`src/rtl/i2cmra_pkg.sv`:
```
// Shared types and codes for the I2C master register access unit.
// No dependencies; imported by the top level and the bench.
package i2cmra_pkg;

   typedef enum logic [4:0] {
      PH_IDLE    = 5'd0,
      PH_START_A = 5'd1,
      PH_START_B = 5'd2,
      PH_BIT_LO  = 5'd3,
      PH_BIT_HI  = 5'd4,
      PH_ACK_LO  = 5'd5,
      PH_ACK_HI  = 5'd6,
      PH_RS_LO   = 5'd7,
      PH_RX_LO   = 5'd8,
      PH_RX_HI   = 5'd9,
      PH_NACK_LO = 5'd10,
      PH_NACK_HI = 5'd11,
      PH_STOP_A  = 5'd12,
      PH_STOP_B  = 5'd13,
      PH_STOP_C  = 5'd14
   } phase_type;

   typedef enum logic [1:0] {
      OP_TICK  = 2'd0,
      OP_WRITE = 2'd1,
      OP_READ  = 2'd2
   } op_type;

   localparam logic [1:0] CSR_DEVICE_ADDRESS    = 2'd0;
   localparam logic [1:0] CSR_HALF_PERIOD_TICKS = 2'd1;
   localparam logic [1:0] CSR_ACK_TIMEOUT       = 2'd2;

   localparam logic [7:0] HALF_PERIOD_RESET = 8'd2;
   localparam logic [7:0] ACK_TIMEOUT_RESET = 8'd250;

endpackage

```
`src/rtl/i2c_master_register_access_unit.sv`:
```
// Top level of the I2C master register access unit: bus sequencer and result register.
// Depends on i2cmra_pkg.
//
// Each request beat is one bus timing tick: it carries the sampled SDA level and,
// while the unit is idle, an optional write or read command. Each request beat
// gives exactly one response beat with the SCL and SDA drive levels for that tick,
// busy, a done pulse with the ACK error flag, and the byte of the last completed
// read. The sequencer state advances once per beat, so one beat is taken every cycle
// unless stalled; the response register decouples the two sides and a request is
// stalled only while a response is held by rsp_stall. Bus timing follows
// half_period_ticks beats per SCL half period; configuration is written through the
// csr_ port, and the user must do so only while no transaction runs (not enforced).
module i2c_master_register_access_unit
   import i2cmra_pkg::*;
(
   input  logic       clock,
   input  logic       reset,
   input  logic       csr_write_en,
   input  logic [1:0] csr_index,
   input  logic [7:0] csr_data,
   input  logic       req_valid,
   output logic       req_stall,
   input  logic [1:0] req_operation,
   input  logic [7:0] req_target_reg,
   input  logic [7:0] req_write_data,
   input  logic       req_sda_in,
   output logic       rsp_valid,
   input  logic       rsp_stall,
   output logic       rsp_scl,
   output logic       rsp_sda_low,
   output logic       rsp_busy_res,
   output logic       rsp_done_res,
   output logic       rsp_ack_error,
   output logic [7:0] rsp_read_data
);

   // configuration
   logic [6:0] dev_addr_ff;
   logic [7:0] half_period_ff;
   logic [7:0] ack_timeout_ff;

   // sequencer state
   phase_type  phase_ff, phase_in;
   logic [3:0] bit_count_ff, bit_count_in;
   logic [1:0] byte_index_ff, byte_index_in;
   logic [7:0] shift_ff, shift_in;
   logic [7:0] tick_ff, tick_in;
   logic [7:0] ack_wait_ff, ack_wait_in;
   logic [7:0] rx_byte_ff, rx_byte_in;
   logic       is_read_ff, is_read_in;
   logic [7:0] target_reg_ff, target_reg_in;
   logic [7:0] write_data_ff, write_data_in;
   logic       err_ff, err_in;

   // state after command capture
   logic       start_cmd;
   phase_type  phase_c;
   logic [3:0] bit_count_c;
   logic [1:0] byte_index_c;
   logic [7:0] tick_c;
   logic [7:0] ack_wait_c;
   logic       is_read_c;
   logic [7:0] target_reg_c;
   logic [7:0] write_data_c;
   logic       err_c;

   logic [7:0] half_eff;
   logic       seg_end;
   logic [7:0] load_val;
   logic [7:0] rx_shift;

   logic       scl_out, sda_low_out, busy_out, done_out, aerr_out;

   // response register
   logic       rsp_valid_ff;
   logic       scl_ff, sda_low_ff, busy_ff, done_ff, aerr_ff;
   logic [7:0] read_data_ff;

   logic       req_accept;

   assign req_stall  = rsp_valid_ff & rsp_stall;
   assign req_accept = req_valid & ~req_stall;

   // command capture, only taken when idle
   always_comb begin
      start_cmd = (phase_ff == PH_IDLE) &&
                  ((req_operation == OP_WRITE) || (req_operation == OP_READ));
      phase_c      = phase_ff;
      bit_count_c  = bit_count_ff;
      byte_index_c = byte_index_ff;
      tick_c       = tick_ff;
      ack_wait_c   = ack_wait_ff;
      is_read_c    = is_read_ff;
      target_reg_c = target_reg_ff;
      write_data_c = write_data_ff;
      err_c        = err_ff;
      if (start_cmd) begin
         phase_c      = PH_START_A;
         bit_count_c  = 4'd0;
         byte_index_c = 2'd0;
         tick_c       = 8'd0;
         ack_wait_c   = 8'd0;
         is_read_c    = (req_operation == OP_READ);
         target_reg_c = req_target_reg;
         write_data_c = req_write_data;
         err_c        = 1'b0;
      end
   end

   assign half_eff = (half_period_ff == 8'd0) ? 8'd1 : half_period_ff;
   assign seg_end  = ({1'b0, tick_c} + 9'd1) >= {1'b0, half_eff};
   assign rx_shift = {shift_ff[6:0], req_sda_in};

   // byte to send for the current byte slot
   always_comb begin
      case (byte_index_c)
         2'd0:    load_val = {dev_addr_ff, 1'b0};
         2'd1:    load_val = target_reg_c;
         default: load_val = is_read_c ? {dev_addr_ff, 1'b1} : write_data_c;
      endcase
   end

   // line levels for this tick
   always_comb begin
      busy_out = (phase_c != PH_IDLE);
      case (phase_c)
         PH_IDLE, PH_START_A, PH_ACK_HI, PH_RX_HI, PH_NACK_HI, PH_STOP_C: begin
            scl_out     = 1'b1;
            sda_low_out = 1'b0;
         end
         PH_START_B, PH_STOP_B: begin
            scl_out     = 1'b1;
            sda_low_out = 1'b1;
         end
         PH_BIT_LO: begin
            scl_out     = 1'b0;
            sda_low_out = ~shift_ff[7];
         end
         PH_BIT_HI: begin
            scl_out     = 1'b1;
            sda_low_out = ~shift_ff[7];
         end
         PH_STOP_A: begin
            scl_out     = 1'b0;
            sda_low_out = 1'b1;
         end
         default: begin
            scl_out     = 1'b0;
            sda_low_out = 1'b0;
         end
      endcase
   end

   // next state
   always_comb begin
      phase_in      = phase_c;
      bit_count_in  = bit_count_c;
      byte_index_in = byte_index_c;
      shift_in      = shift_ff;
      tick_in       = tick_c;
      ack_wait_in   = ack_wait_c;
      rx_byte_in    = rx_byte_ff;
      is_read_in    = is_read_c;
      target_reg_in = target_reg_c;
      write_data_in = write_data_c;
      err_in        = err_c;
      done_out      = 1'b0;
      aerr_out      = 1'b0;
      if ((phase_c != PH_IDLE) && (phase_c != PH_ACK_HI) && !seg_end) begin
         tick_in = tick_c + 8'd1;
      end else begin
         tick_in = 8'd0;
         case (phase_c)
            PH_START_A: phase_in = PH_START_B;
            PH_START_B: begin
               shift_in     = load_val;
               bit_count_in = 4'd0;
               phase_in     = PH_BIT_LO;
            end
            PH_BIT_LO: phase_in = PH_BIT_HI;
            PH_BIT_HI: begin
               shift_in     = {shift_ff[6:0], 1'b0};
               bit_count_in = bit_count_c + 4'd1;
               if (bit_count_c + 4'd1 >= 4'd8) begin
                  ack_wait_in = 8'd0;
                  phase_in    = PH_ACK_LO;
               end else begin
                  phase_in = PH_BIT_LO;
               end
            end
            PH_ACK_LO: phase_in = PH_ACK_HI;
            PH_ACK_HI: begin
               if (!seg_end) begin
                  tick_in = tick_c + 8'd1;
               end else if (!req_sda_in) begin
                  // acknowledged: next byte, repeated start, receive or stop
                  if (!is_read_c && byte_index_c == 2'd2) begin
                     phase_in = PH_STOP_A;
                  end else if (is_read_c && byte_index_c == 2'd1) begin
                     byte_index_in = 2'd2;
                     phase_in      = PH_RS_LO;
                  end else if (is_read_c && byte_index_c != 2'd0) begin
                     bit_count_in = 4'd0;
                     shift_in     = 8'd0;
                     phase_in     = PH_RX_LO;
                  end else begin
                     byte_index_in = byte_index_c + 2'd1;
                     bit_count_in  = 4'd0;
                     case (byte_index_c + 2'd1)
                        2'd1:    shift_in = target_reg_c;
                        default: shift_in = write_data_c;
                     endcase
                     phase_in = PH_BIT_LO;
                  end
               end else if (ack_wait_c >= ack_timeout_ff) begin
                  err_in   = 1'b1;
                  phase_in = PH_STOP_A;
               end else begin
                  ack_wait_in = ack_wait_c + 8'd1;
                  tick_in     = tick_c;
               end
            end
            PH_RS_LO: phase_in = PH_START_A;
            PH_RX_LO: phase_in = PH_RX_HI;
            PH_RX_HI: begin
               shift_in     = rx_shift;
               bit_count_in = bit_count_c + 4'd1;
               if (bit_count_c + 4'd1 >= 4'd8) begin
                  rx_byte_in = rx_shift;
                  phase_in   = PH_NACK_LO;
               end else begin
                  phase_in = PH_RX_LO;
               end
            end
            PH_NACK_LO: phase_in = PH_NACK_HI;
            PH_NACK_HI: phase_in = PH_STOP_A;
            PH_STOP_A:  phase_in = PH_STOP_B;
            PH_STOP_B:  phase_in = PH_STOP_C;
            PH_STOP_C: begin
               done_out = 1'b1;
               aerr_out = err_c;
               err_in   = 1'b0;
               phase_in = PH_IDLE;
            end
            default: phase_in = PH_IDLE;
         endcase
      end
   end

   always_ff @(posedge clock) begin
      if (reset) begin
         dev_addr_ff    <= 7'd0;
         half_period_ff <= HALF_PERIOD_RESET;
         ack_timeout_ff <= ACK_TIMEOUT_RESET;
      end else if (csr_write_en) begin
         case (csr_index)
            CSR_DEVICE_ADDRESS:    dev_addr_ff    <= csr_data[6:0];
            CSR_HALF_PERIOD_TICKS: half_period_ff <= csr_data;
            CSR_ACK_TIMEOUT:       ack_timeout_ff <= csr_data;
            default: ;
         endcase
      end
   end

   always_ff @(posedge clock) begin
      if (reset) begin
         phase_ff      <= PH_IDLE;
         bit_count_ff  <= 4'd0;
         byte_index_ff <= 2'd0;
         shift_ff      <= 8'd0;
         tick_ff       <= 8'd0;
         ack_wait_ff   <= 8'd0;
         rx_byte_ff    <= 8'd0;
         is_read_ff    <= 1'b0;
         target_reg_ff <= 8'd0;
         write_data_ff <= 8'd0;
         err_ff        <= 1'b0;
      end else if (req_accept) begin
         phase_ff      <= phase_in;
         bit_count_ff  <= bit_count_in;
         byte_index_ff <= byte_index_in;
         shift_ff      <= shift_in;
         tick_ff       <= tick_in;
         ack_wait_ff   <= ack_wait_in;
         rx_byte_ff    <= rx_byte_in;
         is_read_ff    <= is_read_in;
         target_reg_ff <= target_reg_in;
         write_data_ff <= write_data_in;
         err_ff        <= err_in;
      end
   end

   // response register: load on accept, drop valid once the beat is taken
   always_ff @(posedge clock) begin
      if (reset) begin
         rsp_valid_ff <= 1'b0;
      end else if (req_accept) begin
         rsp_valid_ff <= 1'b1;
      end else if (!rsp_stall) begin
         rsp_valid_ff <= 1'b0;
      end
   end

   always_ff @(posedge clock) begin
      if (req_accept) begin
         scl_ff       <= scl_out;
         sda_low_ff   <= sda_low_out;
         busy_ff      <= busy_out;
         done_ff      <= done_out;
         aerr_ff      <= aerr_out;
         read_data_ff <= rx_byte_in;
      end
   end

   assign rsp_valid     = rsp_valid_ff;
   assign rsp_scl       = scl_ff;
   assign rsp_sda_low   = sda_low_ff;
   assign rsp_busy_res  = busy_ff;
   assign rsp_done_res  = done_ff;
   assign rsp_ack_error = aerr_ff;
   assign rsp_read_data = read_data_ff;

endmodule

```
`config.mk`:
```
export PLATFORM = sky130hd
export DESIGN_NAME = i2c_master_register_access_unit
export DESIGN_NICKNAME = d
export VERILOG_FILES = /design/src/rtl/i2cmra_pkg.sv /design/src/rtl/i2c_master_register_access_unit.sv
export SDC_FILE = /design/constraint.sdc
export NUM_CORES = 1
export LEC_CHECK = 0
export ABC_AREA = 1
export BUFFER_PORTS_ARGS = -buffer_cell sky130_fd_sc_hd__buf_2
export CAP_MARGIN = 20
export CORE_UTILIZATION = 61
export DETAILED_ROUTE_END_ITERATION = 12
export PLACE_DENSITY = 0.78
export SYNTH_ARGS = -nofsm -noshare
export SYNTH_HDL_FRONTEND = slang
export SYNTH_SLANG_ARGS = --single-unit
```
`constraint.sdc`:
```
create_clock -name clock -period 4.3 [get_ports clock]
set_clock_uncertainty 0.2 [all_clocks]
set_input_delay 0.86 -clock clock [delete_from_list [all_inputs] [get_ports clock]]
set_output_delay 0.86 -clock clock [all_outputs]
set_load 0.005 [all_outputs]
```
==> impl_metrics.tcl, run 1 <==
set metrics [dict create \
    fin_cells 1096 \
    vias_per_cell 5.72 \
    crit_buf_inv 3 \
    worstPathCellList "buf_2 -> inv_1 -> ha_1 -> nor2_2 -> nand2_4 -> nand3_1 -> nor2_4 -> xor2_1 -> ha_1 -> nand4_1 -> o221ai_1 -> nand4_1 -> nand2_2 -> nand2_4 -> nand3_4 -> buf_4 -> nand2_1 -> a21oi_1 -> o21ai_1 -> a21oi_1" \
    drtIter0Drc 342 \
    die_x_um 102 \
    clock_power_share 0.275 \
    clock_path_buffers 2 \
    synthFlopType "dfxtp_1" \
    async_reset_ff_frac 0 \
    netlist_instances 919 \
    rows 36 \
    worstMarginPinSlew_ns 0.952 \
    grt_pass1_vias 5739 \
    pwr-share-comb 0.261 \
    antenna_found_initial 0 \
    finalCritPeriodShare 0.895 \
    period_minus_slack_ns 3.85 \
    ys_types 47 \
    synth-edff-count 13 \
    grt_overflow 0 \
    drc 0 \
    wirelength_mm 16.1 \
    critPathMaxStageDelay_ns 0.29 \
    diodes 0 \
    finalHoldViolations 0 \
    die_h_um 102 \
    clock_sinks 98 \
    cts_buffers 9 \
    final_cell_mix "nand2_1 (200), inv_1 (121), o21ai_0 (101)" \
    grt_use_total 0.321 \
    start_kind "input port" \
    status "finished, final reports clean" \
    maxSlewViolCount 0 \
    hpwl_mm 11.5 \
    drive_gt1_frac 0.125 \
    maxCapViolCount 0 \
    p_int_uw 1440 \
    synth_fp_nets 971 \
    power.leakage_uw 0.00313 \
    rsz0062_at_grt "false" \
    synth-seq-area-share 0.344 \
    path_max_fanout 16 \
    ys_ff_latch 98 \
    cts-root-buf "clkbuf_8" \
    ctsHoldBuffers 0 \
    nNetsFinal 1010 \
    ir_drop_uv 170 \
    crit_slowest_cell "xor2_1" \
    cp.required_ns 4.40 \
    cts_tree "built" \
    pwr-share-seq 0.464 \
    min_path_type "reg -> reg" \
    wl_per_cell_um 14.7 \
    htreeDepth 3 \
    layout_commonest_cell "nand2_1" \
    power_density_nw_per_um2 330 \
    clkLatencyLatePin_ns 0.38 \
    setup-tns-final_ns 0 \
    portBuffers 48 \
    cts_setup_buffers 0 \
    antenna_left 0 \
    first_pass_iters 5 \
    netSwitchingPower_uw 756 \
    via_count 6264 \
    grt_start_max_net_pins 61 \
    slew_headroom 0.364 \
    design_area_um2 6650 \
    postCtsResizedCells 0 \
    area_growth_syn_to_layout_pct 9.21 \
    syn_area_per_cell_um2 6.62 \
    fmax_mhz 260 \
    finish.utilization 0.683 \
    start_util 0.626 \
    grt_pass1_wl_mm 26.0 \
    setup_viol 0 \
    crit_arrival_ns 3.95 \
    critPathTopFamily "simple AND/OR/NAND/NOR gates" \
    cp-end-kind "flop" \
    clkTransAtPathRegs_ns 0.10 \
    dp.cells 1080 \
    yosysWarnings 0 \
    switching_share 0.345 \
    critPathKind "in -> reg" \
    placed_cell_area_um2 6450 \
    io_pins 49 \
    synthesis.area_um2 6090 \
    die-area_um2 10400 \
    coreArea_um2 9730 \
    gp_congestion 1.02 \
]
-- synth_stat cells (10+ instances only) --
cell / number / area share
dfxtp_1: 85 / 0.28
nand2_1: 200 / 0.12
o21ai_1: 31 / 0.025
o21ai_0: 101 / 0.083
o211ai_1: 13 / 0.016
nor3_1: 10 / 0.0082
nor2_1: 86 / 0.053
clkbuf_1: 24 / 0.015
ha_1: 18 / 0.037
inv_2: 12 / 0.0074
inv_1: 121 / 0.075
edfxtp_1: 13 / 0.064
a21oi_1: 77 / 0.063
nand3_1: 27 / 0.022
-- metrics by stage --
| step | power [µW] | hold slack, ns | setup WS (ns) |
|---|---|---|---|
| finish | 2190 | 0.272 | 0.452 |
| global placement | 1570 | 0.252 | 0.307 |
| global route | 2310 | 0.280 | 0.200 |
| detailed placement | 1600 | 0.258 | 0.133 |
| CTS | 2190 | 0.273 | 0.524 |
| floorplan | 1450 | 0.235 | 0.328 |
-- metal layers --
| layer | GRT usage | up-vias | share of wire |
|---|---|---|---|
| met5 | 0 | - | 0 |
| met4 | 0.180 | 0 | 0.042 |
| met3 | 0.0595 | 65 | 0.075 |
| met2 | 0.549 | 287 | 0.47 |
| met1 | 0.381 | 2824 | 0.41 |
| li1 | - | 3088 | - |
-- kinds of logic (layout without fill, tap and decap cells) --
group,count (synthesis),in the layout,synth area share
compound gates,254,254,0.228
xor+xnor,11,11,0.0158
fa+ha+maj,18,18,0.0370
buf+inv,175,219,0.114
flops,98,98,0.344
simple gates,363,363,0.262
-- layout make-up --
cell class | instances | area (µm²)
clock buffer | 10 | 128
clock inverter | 6 | 65.1
fill | 896 | 3080
inverter | 138 | 520
multi-input combinational | 646 | 3310
sequential | 98 | 2090
tap | 133 | 166
timing repair buffer | 65 | 368
-- worst paths after layout --
check,depth (start not counted),start,slack [ns],to
setup / recovery,20,req_operation[0],0.45,phase_ff[2]$_SDFFE_PP0P_
hold / removal,2,err_ff$_SDFFE_PP0P_,0.27,err_ff$_SDFFE_PP0P_
setup reg to reg,19,phase_ff[1]$_SDFFE_PP0P_,0.68,phase_ff[2]$_SDFFE_PP0P_
hold reg to reg,2,err_ff$_SDFFE_PP0P_,0.27,err_ff$_SDFFE_PP0P_
-- power by group through the flow --
stage,clock [µW],combinational [µW],sequential [µW]
after floorplan,0,420,1030
after global placement,0,538,1040
after detailed placement,0,558,1040
after CTS,614,561,1020
after global routing,652,637,1020
final,603,573,1020
-- worst min-delay path: stages (launching register included) --
cell     delay, ns
dfxtp_1       0.32
nand2_1       0.06
a21oi_1       0.06
Note: power is estimated with default switching activity, not from simulation.
==> inputs of run 2 (changes only) <==
Settings changed: ABC_AREA 1 to unset, CORE_UTILIZATION 61 to 60, PLACE_DENSITY 0.78 to 0.77.
==> impl_metrics.tcl, run 2 <==
set metrics [dict create \
    status "finished, final reports clean" \
    yosysWarnings 0 \
    synthFlopType "dfxtp_1" \
    rows 34 \
    critPathMaxStageDelay_ns 0.54 \
    synth-seq-area-share 0.372 \
    netlist_instances 680 \
    hold_ws_ns 0.273 \
    design_area_um2 6220 \
    wirelength_mm 14.5 \
    reg2reg_depth 13 \
    clock_sinks 98 \
    power.total_uw 2340 \
    htreeDepth 3 \
    synth.most_common_cell "nor2_1" \
    crit_slowest_cell "or3_1" \
    async_reset_ff_frac 0 \
    grt_use_total 0.310 \
    vias_per_cell 6.26 \
    clock_path_buffers 2 \
    ys_types 76 \
    finalHoldViolations 0 \
    gp_congestion 0.946 \
    ys_ff_latch 98 \
    setup_viol 0 \
    synth_area_leaders "dfxtp_1 (30%), edfxtp_1 (6.9%), nor2_1 (6.0%), nand2_1 (5.3%), mux2i_1 (4.1%)" \
    grt_pass1_vias 4955 \
    drc 0 \
    drtIter0Drc 363 \
    area_growth_syn_to_layout_pct 10.6 \
    clkLatencyLatePin_ns 0.37 \
    fmax_mhz 252 \
    maxCapViolCount 0 \
    wl_per_cell_um 17.4 \
    crit_buf_inv 3 \
    crit_arrival_ns 3.89 \
    synth_top_area_cell "dfxtp_1" \
    rrSetupSlack_ns 0.55 \
    final_cell_mix "nor2_1 (90), dfxtp_1 (85), nand2_1 (80)" \
    power_density_nw_per_um2 376 \
    die-area_um2 9760 \
    ctsHoldBuffers 0 \
    die_x_um 98.8 \
    hold_start "write_data_ff[3]$_SDFFE_PP0P_" \
    grt_overflow 0 \
    min_path_type "reg -> reg" \
    critPathTopFamily "simple AND/OR/NAND/NOR gates" \
    coreArea_um2 8890 \
    path_max_fanout 8 \
    rsz0062_at_grt "false" \
    start_util 0.632 \
    grt_pass1_wl_mm 24.1 \
    synthesis.area_um2 5620 \
    cts_buffers 9 \
    grt_start_max_net_pins 63 \
    fillers 749 \
    start_kind "input port" \
    period_minus_slack_ns 3.97 \
    worst_path_most_repeated_cell "ha_1" \
    via_count 5230 \
    cts-root-buf "clkbuf_8" \
    ir_drop_uv 200 \
    worstMarginPinSlew_ns 1.03 \
    rr_startpoint "phase_ff[1]$_SDFFE_PP0P_" \
    antenna_left 0 \
    power.leakage_uw 0.00244 \
    synth_fp_nets 732 \
    synth-edff-count 13 \
    antenna_found_initial 0 \
    clkTransAtPathRegs_ns 0.10 \
    setup-tns-final_ns 0 \
    finalCritPeriodShare 0.924 \
    worstPathCellList "buf_2 -> inv_1 -> ha_1 -> or3_1 -> and2_1 -> ha_1 -> nor2b_1 -> o21bai_1 -> a31oi_1 -> o31a_1 -> o21a_1 -> nor2_1 -> a21oi_2 -> buf_4 -> mux2_2" \
    layout_commonest_cell "nor2_1" \
    cp-end-kind "flop" \
    r2r-end "tick_ff[0]$_SDFFE_PP0P_" \
    placed_cell_area_um2 6030 \
    die_h_um 98.8 \
    critPathKind "in -> reg" \
    portBuffers 48 \
    cp.required_ns 4.22 \
    drive_gt1_frac 0.165 \
    diodes 0 \
    cts_tree "built" \
    slew_headroom 0.310 \
    maxSlewViolCount 0 \
    hpwl_mm 10.5 \
    min_path_cells 2 \
    min_to "write_data_ff[3]$_SDFFE_PP0P_" \
    first_pass_iters 5 \
    nNetsFinal 774 \
    syn_area_per_cell_um2 8.27 \
    io_pins 49 \
    synth_top_area_frac 0.303 \
    synth_top_cells_by_count "nor2_1 (90), dfxtp_1 (85), nand2_1 (80)" \
]
-- run 2: cell count changes in the layout (fill, tap and decap cells not counted), sizes merged, moves of 12 or more --
cell | previous run | this run
nand2 | 209 | 80
a21oi | 77 | 46
o21ai | 132 | 24
a211oi | 3 | 20
inv | 135 | 35
mux2i | 0 | 23
buf | 65 | 77
nand3 | 35 | 16
-- run 2: tightest hold or removal path, stage by stage, from the launching register on --
cell and delay [ns]:
dfxtp_1 0.33, nand2_1 0.05, a21oi_1 0.05
-- run 2: final cells by class --
| type | instances | area (µm²) | share of cell area |
|---|---|---|---|
| multi-input cells | 503 | 3200 | 0.515 |
| flip-flops and latches | 98 | 2090 | 0.336 |
| repair buffers | 77 | 483 | 0.0777 |
| well taps | 108 | 135 | 0.0217 |
| clock buffers | 9 | 124 | 0.0199 |
| inverters | 33 | 124 | 0.0199 |
| clock inverters | 7 | 60.1 | 0.00966 |
-- run 2: logic make-up (layout without fill, tap and decap cells) --
group,count (synthesis),in the layout,synth area share
AO/OA/AOI/OAI,183,183,0.242
XOR/XNOR,8,8,0.0125
adder cells (fa/ha/maj),18,18,0.0401
buffers and inverters,79,126,0.0585
flip-flops,98,98,0.372
multiplexers,32,32,0.0590
AND/OR/NAND/NOR,262,262,0.216
-- run 2: power breakdown --
part           switching (µW)  internal, µW  leakage [µW]
Sequential               54.5           983      0.000817
Clock                     362           221     0.0000897
Combinational             455           265       0.00154
-- run 2: through the flow --
| stage | setup slack (ns) | instances | util |
|---|---|---|---|
| final | 0.325 | 835 | 0.699 |
| after global placement | 0.0531 | 818 | 0.678 |
| after CTS | 0.300 | 835 | 0.699 |
| after detailed placement | -0.0761 | 819 | 0.679 |
| after global routing | 0.0376 | 835 | 0.699 |
| after floorplan | 0.00563 | 680 | - |
-- run 2: worst max-delay path by stage --
stage / to / start / depth (start not counted)
floorplan: rsp_read_data[0]$_DFFE_PP_ / req_operation[0] / 15
global placement: rsp_read_data[7]$_DFFE_PP_ / req_operation[0] / 15
detailed placement: ack_wait_ff[4]$_SDFFE_PP0P_ / req_operation[0] / 14
CTS: ack_wait_ff[3]$_SDFFE_PP0P_ / req_operation[0] / 14
global route: ack_wait_ff[5]$_SDFFE_PP0P_ / req_operation[0] / 13
finish: rsp_read_data[0]$_DFFE_PP_ / req_operation[0] / 15
-- run 2: metal layers --
layer | part of all wire | vias to the layer above | GRT usage
met5 | 0 | - | 0
met4 | 0.023 | 0 | 0.108
met3 | 0.062 | 26 | 0.0525
met2 | 0.48 | 195 | 0.519
met1 | 0.44 | 2467 | 0.405
li1 | - | 2542 | -
-- run 2: repair_timing --
item / 4_1_cts / 5_1_grt
gates resized for setup: 0 / 1
buffers inserted: 0 / 0
endpoints found under the setup margin: 0 / 4
==> inputs of run 3 (changes only) <==
Settings changed: CORE_MARGIN set to 10, CORE_UTILIZATION 60 to 54, PLACE_DENSITY 0.77 to 0.73.
Clock period 4.3 ns to 3.54 ns, I/O delays scaled along.
==> impl_metrics.tcl, run 3 (synthesis results as in run 2) <==
set metrics [dict create \
    portBuffers 48 \
    coreArea_um2 10200 \
    first_pass_iters 5 \
    clock_path_buffers 2 \
    drive_gt1_frac 0.280 \
    finalHoldViolations 0 \
    placed_cell_area_um2 6490 \
    antenna_found_initial 0 \
    power_density_nw_per_um2 451 \
    grt_pass1_wl_mm 26.8 \
    wirelength_mm 16.8 \
    clkTransAtPathRegs_ns 0.11 \
    rr_startpoint "phase_ff[3]$_SDFFE_PP0P_" \
    cts-root-buf "clkbuf_8" \
    grt_overflow 0 \
    fmax_mhz 279 \
    power.leakage_uw 0.00275 \
    wl_per_cell_um 18.5 \
    die-area_um2 14900 \
    drc 0 \
    grt_start_max_net_pins 41 \
    antenna_left 0 \
    rrSetupSlack_ns -0.04 \
    start_util 0.549 \
    via_count 5488 \
    rows 37 \
    slew_headroom 0.325 \
    die_h_um 122 \
    hpwl_mm 12.1 \
    vias_per_cell 6.03 \
    r2r-end "rsp_ack_error$_SDFFCE_PP0P_" \
    rsz0062_at_grt "true" \
    nNetsFinal 821 \
    grt_use_total 0.222 \
    cts_tree "built" \
    critPathLaunch "phase_ff[3]$_SDFFE_PP0P_" \
    setup_viol 7 \
    diodes 0 \
    ctsHoldBuffers 0 \
    period_minus_slack_ns 3.58 \
    area_growth_syn_to_layout_pct 25.3 \
    violations "setup timing" \
    cp-end-kind "flop" \
    ir_drop_uv 325 \
    start_kind "flop" \
    crit_slowest_cell "or3_4" \
    grt_pass1_vias 5240 \
    gp_congestion 0.907 \
    min_path_type "reg -> reg" \
    cp-endpoint "rsp_ack_error$_SDFFCE_PP0P_" \
    path_max_fanout 5 \
    status "finished, violations left" \
    die_x_um 122 \
    critPathMaxStageDelay_ns 0.42 \
    design_area_um2 7040 \
    final_cell_mix "nor2_1 (86), dfxtp_1 (83), nand2_1 (78)" \
    crit_arrival_ns 3.54 \
    clkLatencyLatePin_ns 0.39 \
    layout_commonest_cell "nor2_1" \
    cts_buffers 9 \
    htreeDepth 3 \
    critPathKind "reg -> reg" \
    maxSlewViolCount 0 \
    clock_sinks 98 \
    power.total_uw 3180 \
    drtIter0Drc 599 \
    io_pins 49 \
    setup_ws_ns -0.0407 \
    maxCapViolCount 0 \
    cp.required_ns 3.50 \
    finalCritPeriodShare 1.01 \
    worstMarginPinSlew_ns 1.01 \
    worstPathCellList "or3_4 -> nor3_4 -> buf_6 -> buf_6 -> nor2_1 -> ha_1 -> nand4_1 -> o21bai_1 -> o31a_1 -> o21ai_4 -> buf_4 -> buf_4 -> nand2_2 -> and4_1 -> and3_1" \
    reg2reg_depth 15 \
]
==> run 3: cell types whose count changed in the layout (fill, tap and decap cells not counted), moves of 4 or more <==
cell / delta
ha_4: +5
mux2_2: -8
nor2_1: -4
and2_4: +4
buf_4: +35
buf_6: +10
nand3_1: -4
nand3_2: +4
and2_1: -4
mux2_4: +8
ha_1: -5
==> run 3: final cells by class <==
| cell class | count | area (µm²) |
|---|---|---|
| clock inverter | 7 | 62.6 |
| multi-input combinational | 503 | 3570 |
| sequential | 98 | 2090 |
| clock buffer | 9 | 124 |
| inverter | 33 | 126 |
| fill | 844 | 3190 |
| timing repair buffer | 124 | 893 |
| tap | 136 | 170 |
==> run 3: per-stage QoR <==
step | TNS [ns] | worst slack, ns | instances | util | hold WS, ns
floorplan | -3.06 | -0.219 | 680 | - | 0.236
global placement | -9.95 | -0.284 | 880 | 0.634 | 0.250
detailed placement | -14.32 | -0.404 | 880 | 0.634 | 0.265
CTS | -0.00355 | -0.00355 | 900 | 0.661 | 0.279
global route | -3.36 | -0.161 | 910 | 0.688 | 0.300
finish | -0.0872 | -0.0407 | 910 | 0.688 | 0.282
==> run 3: worst min-delay path by stage <==
stage	start	end	depth (start not counted)
2_1_floorplan	ack_timeout_ff[2]$_SDFFE_PP0P_	ack_timeout_ff[2]$_SDFFE_PP0P_	2
3_3_place_gp	write_data_ff[0]$_SDFFE_PP0P_	write_data_ff[0]$_SDFFE_PP0P_	2
3_5_place_dp	write_data_ff[0]$_SDFFE_PP0P_	write_data_ff[0]$_SDFFE_PP0P_	2
4_1_cts	write_data_ff[0]$_SDFFE_PP0P_	write_data_ff[0]$_SDFFE_PP0P_	2
5_1_grt	write_data_ff[6]$_SDFFE_PP0P_	write_data_ff[6]$_SDFFE_PP0P_	2
6_report	target_reg_ff[4]$_SDFFE_PP0P_	target_reg_ff[4]$_SDFFE_PP0P_	2
==> run 3: report_power, final <==
group	internal [µW]	total (µW)	switching, µW
Sequential	1190	1240	48.1
Combinational	517	1220	698
Clock	270	720	449
==> run 3: worst max-delay path: cells and delay by family, from the launching register on <==
kind | cells | cell delay, ns
AOI/OAI and AO/OA | 3 | 0.70
adders and majority gates | 1 | 0.34
buffers and inverters | 4 | 0.55
DFF | 1 | 0.34
and+or+nand+nor | 7 | 1.21
==> run 3: per-layer routing <==
layer	GRT usage	vias to the layer above	share of wire
met2	0.356	218	0.47
met4	0.0715	0	0.020
met1	0.291	2603	0.44
met3	0.0458	32	0.070
met5	0	-	0
li1	-	2635	-
==> run 3: timing repair <==
item | CTS | global route
endpoints found under the setup margin | 23 | 54
setup buffers | 4 | 10
pin swaps | 7 | 23
gates resized for setup | 9 | 47
